### src/sv/sca_pkg.sv
// shared types, codes and defaults for the sound channel allocator
package sca_pkg;

  localparam int DEFAULT_MAX_CHANNELS = 8;
  localparam int DEFAULT_ORIGIN_BITS  = 16;

  // fixed field widths
  localparam int OPCODE_W  = 2;
  localparam int ORIGIN_W  = 16;
  localparam int PRIO_W    = 8;
  localparam int CHAN_W    = 3;
  localparam int COUNT_W   = 4;

  localparam logic [COUNT_W-1:0] COUNT_RESET = 4'd8;

  // request opcodes
  localparam logic [OPCODE_W-1:0] OP_ALLOC       = 2'd0;
  localparam logic [OPCODE_W-1:0] OP_STOP_ORIGIN = 2'd1;
  localparam logic [OPCODE_W-1:0] OP_FREE_ONE    = 2'd2;
  localparam logic [OPCODE_W-1:0] OP_FREE_ALL    = 2'd3;

  typedef enum logic [2:0] {
    ST_IDLE,
    ST_MATCH,
    ST_FREE,
    ST_EVICT,
    ST_CLEAR,
    ST_ONE,
    ST_DONE
  } state_t;

endpackage

### src/sv/sound_channel_allocator.sv
// sound channel allocator: voice table, scan sequencer and shared comparator
//
// Keeps an active flag, origin id and priority for each playback channel and
// serves one request at a time. A single comparator walks the table one channel
// per clock under a small sequencer: allocate runs up to three scans (stop the
// lowest channel of the same origin, find a free or same-origin channel, evict
// the lowest channel whose priority value is >= the request's). Stop by origin
// runs the first scan only, free all clears the table in one scan and free one
// channel reads its entry directly. in_stall is high while a request is being
// worked on; a finished result sits in an output register, so the next request
// is taken while it waits for the consumer. The channel count register is to be
// written only while the block is idle; the block itself does not enforce it.
// 0 acts as 1 and values above MAX_CHANNELS act as MAX_CHANNELS. Origin and
// priority of a channel that was never allocated are not defined.
module sound_channel_allocator #(
  parameter int MAX_CHANNELS = sca_pkg::DEFAULT_MAX_CHANNELS,
  parameter int ORIGIN_BITS  = sca_pkg::DEFAULT_ORIGIN_BITS
) (
  input  logic                          clk,
  input  logic                          rst,
  // configuration
  input  logic                          cfg_write,
  input  logic [sca_pkg::COUNT_W-1:0]   cfg_data,
  // request channel
  input  logic                          in_valid,
  output logic                          in_stall,
  input  logic [sca_pkg::OPCODE_W-1:0]  opcode,
  input  logic [sca_pkg::ORIGIN_W-1:0]  origin_id,
  input  logic [sca_pkg::PRIO_W-1:0]    sound_priority,
  input  logic [sca_pkg::CHAN_W-1:0]    channel_index,
  // result channel
  output logic                          out_valid,
  input  logic                          out_stall,
  output logic                          granted,
  output logic [sca_pkg::CHAN_W-1:0]    granted_channel,
  output logic                          stopped,
  output logic [sca_pkg::CHAN_W-1:0]    stopped_channel
);

  // stored origin width: the port never carries more than 16 bits
  localparam int OW    = (ORIGIN_BITS < sca_pkg::ORIGIN_W) ? ORIGIN_BITS : sca_pkg::ORIGIN_W;
  // count width holds MAX_CHANNELS itself, index width addresses the table
  localparam int CW    = $clog2(MAX_CHANNELS + 1);
  localparam int IW    = (MAX_CHANNELS > 1) ? $clog2(MAX_CHANNELS) : 1;
  // shared comparator operand width
  localparam int CMPW  = (OW > sca_pkg::PRIO_W) ? OW : sca_pkg::PRIO_W;

  // channel table
  logic [MAX_CHANNELS-1:0]      ch_active;
  logic [MAX_CHANNELS-1:0]      ch_active_next;
  logic [OW-1:0]                ch_origin [MAX_CHANNELS];
  logic [sca_pkg::PRIO_W-1:0]   ch_prio   [MAX_CHANNELS];

  // configuration register
  logic [sca_pkg::COUNT_W-1:0]  active_channels;
  logic [CW-1:0]                n_ch;

  // latched request
  logic [sca_pkg::OPCODE_W-1:0] req_op;
  logic [OW-1:0]                req_origin;
  logic [sca_pkg::PRIO_W-1:0]   req_prio;
  logic [sca_pkg::CHAN_W-1:0]   req_idx;

  // sequencer
  sca_pkg::state_t              state;
  sca_pkg::state_t              state_next;
  logic [CW-1:0]                scan_idx;
  logic [CW-1:0]                scan_idx_next;

  // result being built
  logic                         work_grant;
  logic                         work_grant_next;
  logic [sca_pkg::CHAN_W-1:0]   work_grant_ch;
  logic [sca_pkg::CHAN_W-1:0]   work_grant_ch_next;
  logic                         work_stop;
  logic                         work_stop_next;
  logic [sca_pkg::CHAN_W-1:0]   work_stop_ch;
  logic [sca_pkg::CHAN_W-1:0]   work_stop_ch_next;

  // datapath controls
  logic [IW-1:0]                sel;
  logic [IW-1:0]                one_sel;
  logic                         scan_end;
  logic                         one_in_range;
  logic                         entry_wr;
  logic                         accept;
  logic                         load_out;
  logic [CMPW-1:0]              cmp_a;
  logic [CMPW-1:0]              cmp_b;
  logic                         cmp_eq;
  logic                         cmp_ge;
  logic                         hit_match;
  logic                         hit_free;
  logic [MAX_CHANNELS-1:0]      range_mask;

  // effective channel count, clamped to 1..MAX_CHANNELS
  always_comb begin
    if (active_channels == '0) begin
      n_ch = CW'(1);
    end else if (32'(active_channels) > 32'(MAX_CHANNELS)) begin
      n_ch = CW'(MAX_CHANNELS);
    end else begin
      n_ch = CW'(active_channels);
    end
  end

  // channels inside the configured count
  always_comb begin
    for (int i = 0; i < MAX_CHANNELS; i++) begin
      range_mask[i] = (32'(i) < 32'(n_ch));
    end
  end

  assign sel          = scan_idx[IW-1:0];
  assign one_sel      = IW'(req_idx);
  assign scan_end     = (scan_idx == n_ch);
  assign one_in_range = (32'(req_idx) < 32'(n_ch));

  assign in_stall = (state != sca_pkg::ST_IDLE);
  assign accept   = in_valid && !in_stall;
  assign load_out = (state == sca_pkg::ST_DONE) && (!out_valid || !out_stall);

  // shared comparator: priorities in the eviction scan, origins otherwise
  always_comb begin
    if (state == sca_pkg::ST_EVICT) begin
      cmp_a = CMPW'(ch_prio[sel]);
      cmp_b = CMPW'(req_prio);
    end else begin
      cmp_a = CMPW'(ch_origin[sel]);
      cmp_b = CMPW'(req_origin);
    end
  end

  assign cmp_eq = (cmp_a == cmp_b);
  assign cmp_ge = (cmp_a >= cmp_b);

  // origin 0 still matches in the stop step, never in the free search
  assign hit_match = ch_active[sel] && cmp_eq;
  assign hit_free  = !ch_active[sel] || ((req_origin != '0) && cmp_eq);

  // next state
  always_comb begin
    state_next = state;
    case (state)
      sca_pkg::ST_IDLE: begin
        if (in_valid) begin
          case (opcode)
            sca_pkg::OP_ALLOC:       state_next = sca_pkg::ST_MATCH;
            sca_pkg::OP_STOP_ORIGIN: state_next = sca_pkg::ST_MATCH;
            sca_pkg::OP_FREE_ONE:    state_next = sca_pkg::ST_ONE;
            default:                 state_next = sca_pkg::ST_CLEAR;
          endcase
        end
      end
      sca_pkg::ST_MATCH: begin
        if (scan_end || hit_match) begin
          state_next = (req_op == sca_pkg::OP_ALLOC) ? sca_pkg::ST_FREE : sca_pkg::ST_DONE;
        end
      end
      sca_pkg::ST_FREE: begin
        if (scan_end) begin
          state_next = sca_pkg::ST_EVICT;
        end else if (hit_free) begin
          state_next = sca_pkg::ST_DONE;
        end
      end
      sca_pkg::ST_EVICT: begin
        if (scan_end || cmp_ge) begin
          state_next = sca_pkg::ST_DONE;
        end
      end
      sca_pkg::ST_CLEAR: begin
        if (scan_end) begin
          state_next = sca_pkg::ST_DONE;
        end
      end
      sca_pkg::ST_ONE: begin
        state_next = sca_pkg::ST_DONE;
      end
      sca_pkg::ST_DONE: begin
        if (load_out) begin
          state_next = sca_pkg::ST_IDLE;
        end
      end
      default: state_next = sca_pkg::ST_IDLE;
    endcase
  end

  // datapath controls per state
  always_comb begin
    scan_idx_next      = scan_idx;
    ch_active_next     = ch_active;
    work_grant_next    = work_grant;
    work_grant_ch_next = work_grant_ch;
    work_stop_next     = work_stop;
    work_stop_ch_next  = work_stop_ch;
    entry_wr           = 1'b0;
    case (state)
      sca_pkg::ST_IDLE: begin
        scan_idx_next      = '0;
        work_grant_next    = 1'b0;
        work_grant_ch_next = '0;
        work_stop_next     = 1'b0;
        work_stop_ch_next  = '0;
      end
      sca_pkg::ST_MATCH: begin
        if (scan_end) begin
          scan_idx_next = '0;
        end else if (hit_match) begin
          ch_active_next[sel] = 1'b0;
          work_stop_next      = 1'b1;
          work_stop_ch_next   = sca_pkg::CHAN_W'(scan_idx);
          scan_idx_next       = '0;
        end else begin
          scan_idx_next = CW'(scan_idx + 1'b1);
        end
      end
      sca_pkg::ST_FREE: begin
        if (scan_end) begin
          scan_idx_next = '0;
        end else if (hit_free) begin
          // reuse of a same-origin channel counts as a stop
          if (ch_active[sel]) begin
            work_stop_next    = 1'b1;
            work_stop_ch_next = sca_pkg::CHAN_W'(scan_idx);
          end
          ch_active_next[sel] = 1'b1;
          entry_wr            = 1'b1;
          work_grant_next     = 1'b1;
          work_grant_ch_next  = sca_pkg::CHAN_W'(scan_idx);
        end else begin
          scan_idx_next = CW'(scan_idx + 1'b1);
        end
      end
      sca_pkg::ST_EVICT: begin
        if (!scan_end && cmp_ge) begin
          entry_wr           = 1'b1;
          work_stop_next     = 1'b1;
          work_stop_ch_next  = sca_pkg::CHAN_W'(scan_idx);
          work_grant_next    = 1'b1;
          work_grant_ch_next = sca_pkg::CHAN_W'(scan_idx);
        end else if (!scan_end) begin
          scan_idx_next = CW'(scan_idx + 1'b1);
        end
      end
      sca_pkg::ST_CLEAR: begin
        if (!scan_end) begin
          if (ch_active[sel]) begin
            ch_active_next[sel] = 1'b0;
            if (!work_stop) begin
              work_stop_next    = 1'b1;
              work_stop_ch_next = sca_pkg::CHAN_W'(scan_idx);
            end
          end
          scan_idx_next = CW'(scan_idx + 1'b1);
        end
      end
      sca_pkg::ST_ONE: begin
        if (one_in_range && ch_active[one_sel]) begin
          ch_active_next[one_sel] = 1'b0;
          work_stop_next          = 1'b1;
          work_stop_ch_next       = req_idx;
        end
      end
      default: begin
      end
    endcase
  end

  // control registers
  always_ff @(posedge clk) begin
    if (rst) begin
      state           <= sca_pkg::ST_IDLE;
      scan_idx        <= '0;
      ch_active       <= '0;
      active_channels <= sca_pkg::COUNT_RESET;
      out_valid       <= 1'b0;
      work_grant      <= 1'b0;
      work_stop       <= 1'b0;
    end else begin
      state      <= state_next;
      scan_idx   <= scan_idx_next;
      ch_active  <= ch_active_next;
      work_grant <= work_grant_next;
      work_stop  <= work_stop_next;
      if (cfg_write) begin
        active_channels <= cfg_data;
      end
      if (load_out) begin
        out_valid <= 1'b1;
      end else if (!out_stall) begin
        out_valid <= 1'b0;
      end
    end
  end

  // payload registers
  always_ff @(posedge clk) begin
    work_grant_ch <= work_grant_ch_next;
    work_stop_ch  <= work_stop_ch_next;
    if (accept) begin
      req_op     <= opcode;
      req_origin <= origin_id[OW-1:0];
      req_prio   <= sound_priority;
      req_idx    <= channel_index;
    end
    if (load_out) begin
      granted         <= work_grant;
      granted_channel <= work_grant_ch;
      stopped         <= work_stop;
      stopped_channel <= work_stop_ch;
    end
  end

  // channel table entries
  always_ff @(posedge clk) begin
    if (entry_wr) begin
      ch_origin[sel] <= req_origin;
      ch_prio[sel]   <= req_prio;
    end
  end

  // the scan pointer never runs past the channel count
  assert property (@(posedge clk) disable iff (rst)
    (state == sca_pkg::ST_MATCH || state == sca_pkg::ST_FREE ||
     state == sca_pkg::ST_EVICT || state == sca_pkg::ST_CLEAR) |-> (scan_idx <= n_ch))
    else $error("scan pointer past channel count");

  // eviction is only reached with every channel in use
  assert property (@(posedge clk) disable iff (rst)
    (state == sca_pkg::ST_FREE && scan_end) |-> ((ch_active | ~range_mask) == '1))
    else $error("free search ended with a free channel");

  // free all leaves no channel in range active
  assert property (@(posedge clk) disable iff (rst)
    (state == sca_pkg::ST_CLEAR && scan_end) |-> ((ch_active & range_mask) == '0))
    else $error("free all left an active channel");

  // a result only appears from the done state
  assert property (@(posedge clk) disable iff (rst)
    $rose(out_valid) |-> ($past(state) == sca_pkg::ST_DONE))
    else $error("result without finished request");

  // a grant always marks its channel active
  assert property (@(posedge clk) disable iff (rst)
    entry_wr |=> ch_active[$past(sel)])
    else $error("granted channel not active");

endmodule
### config.mk
export PLATFORM = sky130hd
export DESIGN_NAME = sound_channel_allocator
export DESIGN_NICKNAME = d
export VERILOG_FILES = /design/src/sv/sca_pkg.sv /design/src/sv/sound_channel_allocator.sv
export SDC_FILE = /design/constraint.sdc
export NUM_CORES = 1
export LEC_CHECK = 0
export BUFFER_PORTS_ARGS = -buffer_cell sky130_fd_sc_hd__buf_4
export CORE_ASPECT_RATIO = 2
export CORE_MARGIN = 2
export CORE_UTILIZATION = 55
export CTS_CLUSTER_SIZE = 25
export DETAILED_ROUTE_END_ITERATION = 7
export HOLD_SLACK_MARGIN = 0.12
export PLACE_DENSITY = 0.72
export SYNTH_ARGS = -nofsm -noshare
export SYNTH_HDL_FRONTEND = slang
export SYNTH_SLANG_ARGS = --single-unit
### constraint.sdc
create_clock -name clk -period 7.95 [get_ports clk]
set_input_delay 0.795 -clock clk [delete_from_list [all_inputs] [get_ports clk]]
set_output_delay 0.795 -clock clk [all_outputs]
set_load 0.005 [all_outputs]
==> impl_metrics.ini <==
[outcome]
status = completed

[final_layout]
final_layout_size_suffix_gt1_frac = 0.242
final_nets = 750
fin_cells = 970
syn_to_final_growth_pct = 12.9
num-fill-cells = 1431
diodes = 0

[synthesis]
synth_area_um2 = 11000
synth_warnings = 0
syn_avg_cell_area_um2 = 17.0
yosysMostFrequentCell = edfxtp_1
yosys.area.top_type_share = 0.644
synth_edf_count = 235
synth_ff_type = edfxtp_1
syn_nets = 701
ys_types = 64
synth.area.top_cells = edfxtp_1, mux4_2, dfxtp_1
synthCells = 643
ys_ff_latch = 260
yosysSeqAreaShare = 0.690
synthTopCellsByCount = edfxtp_1, mux4_2, nand2_1
synth-async-reset-ratio = 0
yosysTopAreaCell = edfxtp_1

[grt]
antenna_found_initial = 0
grt_pass1_wl_mm = 37.2
grt_pass1_vias = 6528
grt_max_degree = 49
grt.total_usage = 0.232
grt.overflow.total = 0

[clocking]
postCtsSetupBuffers = 0
cts_root_buf = clkbuf_16
cts.path.max_buffers = 3
htreeDepth = 1
cts_buffers = 23
clock-sinks = 260
post_cts_resized = 0
cts_tree = done
path_clk_slew_ps = 70
cts_hold_buf = 0
clk_latency_ps = 520

[timing]
fin_skew_ps = 9.18
fin_crit_ps = 5600
fin_tns_setup_ps = 0
slew_viol_final = 0
tightest_slew_ps = 1080
fmax_ghz = 0.179
slew_headroom = 0.278
finalHoldViolCount = 0
setup_viol = 0
worst_slack_ps = 2350
min_period_over_period = 0.704
rsz0062_at_grt = no
worst_hold_slack_ps = 425

[floorplanning]
die_area_um2 = 21100
num_rows = 73
die_width_um = 104
coreArea_um2 = 19700
ios = 48
initial_utilization = 0.555
die_h_um = 204

[power]
p_leak_uw = 0.00400
switchingPower_uw = 1140
comb_power_share = 0.211
irDropWorstVdd_mv = 0.200
internal_power_uw = 2710
power_per_cell_area_nw_per_um2 = 311
p_sw_frac = 0.296
power_uw = 3850
pwr-share-clk = 0.286
power_frac_seq = 0.503

[detailed_routing]
drtIter0Drc = 481
viasPerCell = 6.28
wl_per_cell_um = 24.6
first_pass_iters = 5
ant_nets = 0
drc = 0
wl_mm = 23.9
vias = 6088

[place]
dp.cells = 929
portBuffers = 47
dp_hpwl_mm = 16.0
place_congestion = 0.904
post-place-ws_ps = 2430

[setup_path]
start_kind = flop
crit_arrival_ps = 5810
crit_fanout = 17
cp.required_ps = 8160
endpoint_kind = flop
r2r_slack_ps = 2350
worstSetupPathType = flop to flop

[hold_path]
hold_class = flop to flop

[flow_run]
drv_cap = 0
metrics by stage:
step	area, um2	util
2_1_floorplan	11000	-
3_3_place_gp	11600	0.589
3_5_place_dp	11600	0.589
4_1_cts	12400	0.627
5_1_grt	12400	0.627
6_report	12400	0.627
per-layer routing:
layer / part of all wire / routed length (um) / vias to the layer above / track usage
met1: 0.36 / 8550 / 3110 / 0.266
met3: 0.040 / 967 / 52 / 0.0259
met5: 0 / 0 / - / 0
met2: 0.56 / 13500 / 222 / 0.439
li1: - / - / 2704 / -
met4: 0.036 / 870 / 0 / 0.0975
cells in the final DEF, fill, tap and decap left out, types with 4 or more instances in the layout:
| cell type | instances |
|---|---|
| mux2i_1 | 25 |
| edfxtp_1 | 235 |
| inv_1 | 8 |
| clkbuf_1 | 5 |
| nand3_1 | 9 |
| nand2_1 | 42 |
| nor3_1 | 9 |
| and3_1 | 7 |
| nand2b_1 | 5 |
| o211ai_1 | 6 |
| clkbuf_16 | 23 |
| ha_1 | 20 |
| o21ai_0 | 11 |
| buf_4 | 59 |
| nor4_1 | 5 |
| nor2_1 | 29 |
| o22ai_1 | 9 |
| o21ai_1 | 5 |
| a21oi_1 | 23 |
| mux4_2 | 60 |
| dfxtp_1 | 23 |
| nand4_1 | 6 |
| clkinv_1 | 4 |
sequential cells by signal, indices dropped and copies added (netlist names), 2 cells and up, named ones only:
signal,flops
active_channels,4
ch_active,8
ch_origin,128
ch_prio,64
granted_channel,3
one_sel,3
req_op,2
req_origin,16
req_prio,8
scan_idx,4
state,3
stopped_channel,3
work_grant_ch,3
work_stop_ch,3
critical path: stages (launching register included):
cell and delay [ps]:
dfxtp_1 670, clkinv_1 540, nor2_2 460, buf_4 290, mux4_2 330, ha_1 330, nand4_1 150, or4_1 670
and3b_1 230, a41oi_1 260, o21ai_1 90, buf_4 220, nor2_2 660, buf_4 370
area by class of cell:
class                   instances  area [um2]  share of cell area
inverters                      11        41.3             0.00334
clock inverters                11         124              0.0100
multi-input cells             337        3240               0.262
clock buffers                  30         622              0.0503
repair buffers                 59         443              0.0358
flip-flops and latches        260        7560               0.612
well taps                     262         328              0.0265
power by group through the flow:
stage / Combinational, uW / Clock (uW) / Sequential [uW]
floorplan: 715 / 0 / 1770
global placement: 792 / 0 / 1960
detailed placement: 807 / 0 / 1970
CTS: 814 / 1120 / 1940
global route: 876 / 1160 / 1970
finish: 810 / 1100 / 1940
worst paths after layout:
check / startpoint / end / cells past startpoint
setup reg to reg: state[1] / ch_prio[7][5] / 13
setup / recovery: state[1] / ch_prio[7][5] / 13
hold reg to reg: work_grant_ch[1] / granted_channel[1] / 0
hold / removal: work_grant_ch[1] / granted_channel[1] / 0
cell families after synthesis:
| group | after synthesis | share of synthesized area |
|---|---|---|
| AOI/OAI and AO/OA | 91 | 0.0575 |
| xor gates and xnor gates | 2 | 0.00160 |
| adders and majority gates | 20 | 0.0228 |
| buffers and inverters | 46 | 0.0171 |
| DFF | 260 | 0.690 |
| muxes | 87 | 0.149 |
| and+or+nand+nor | 137 | 0.0623 |
Power figures use the tool's default switching activity.
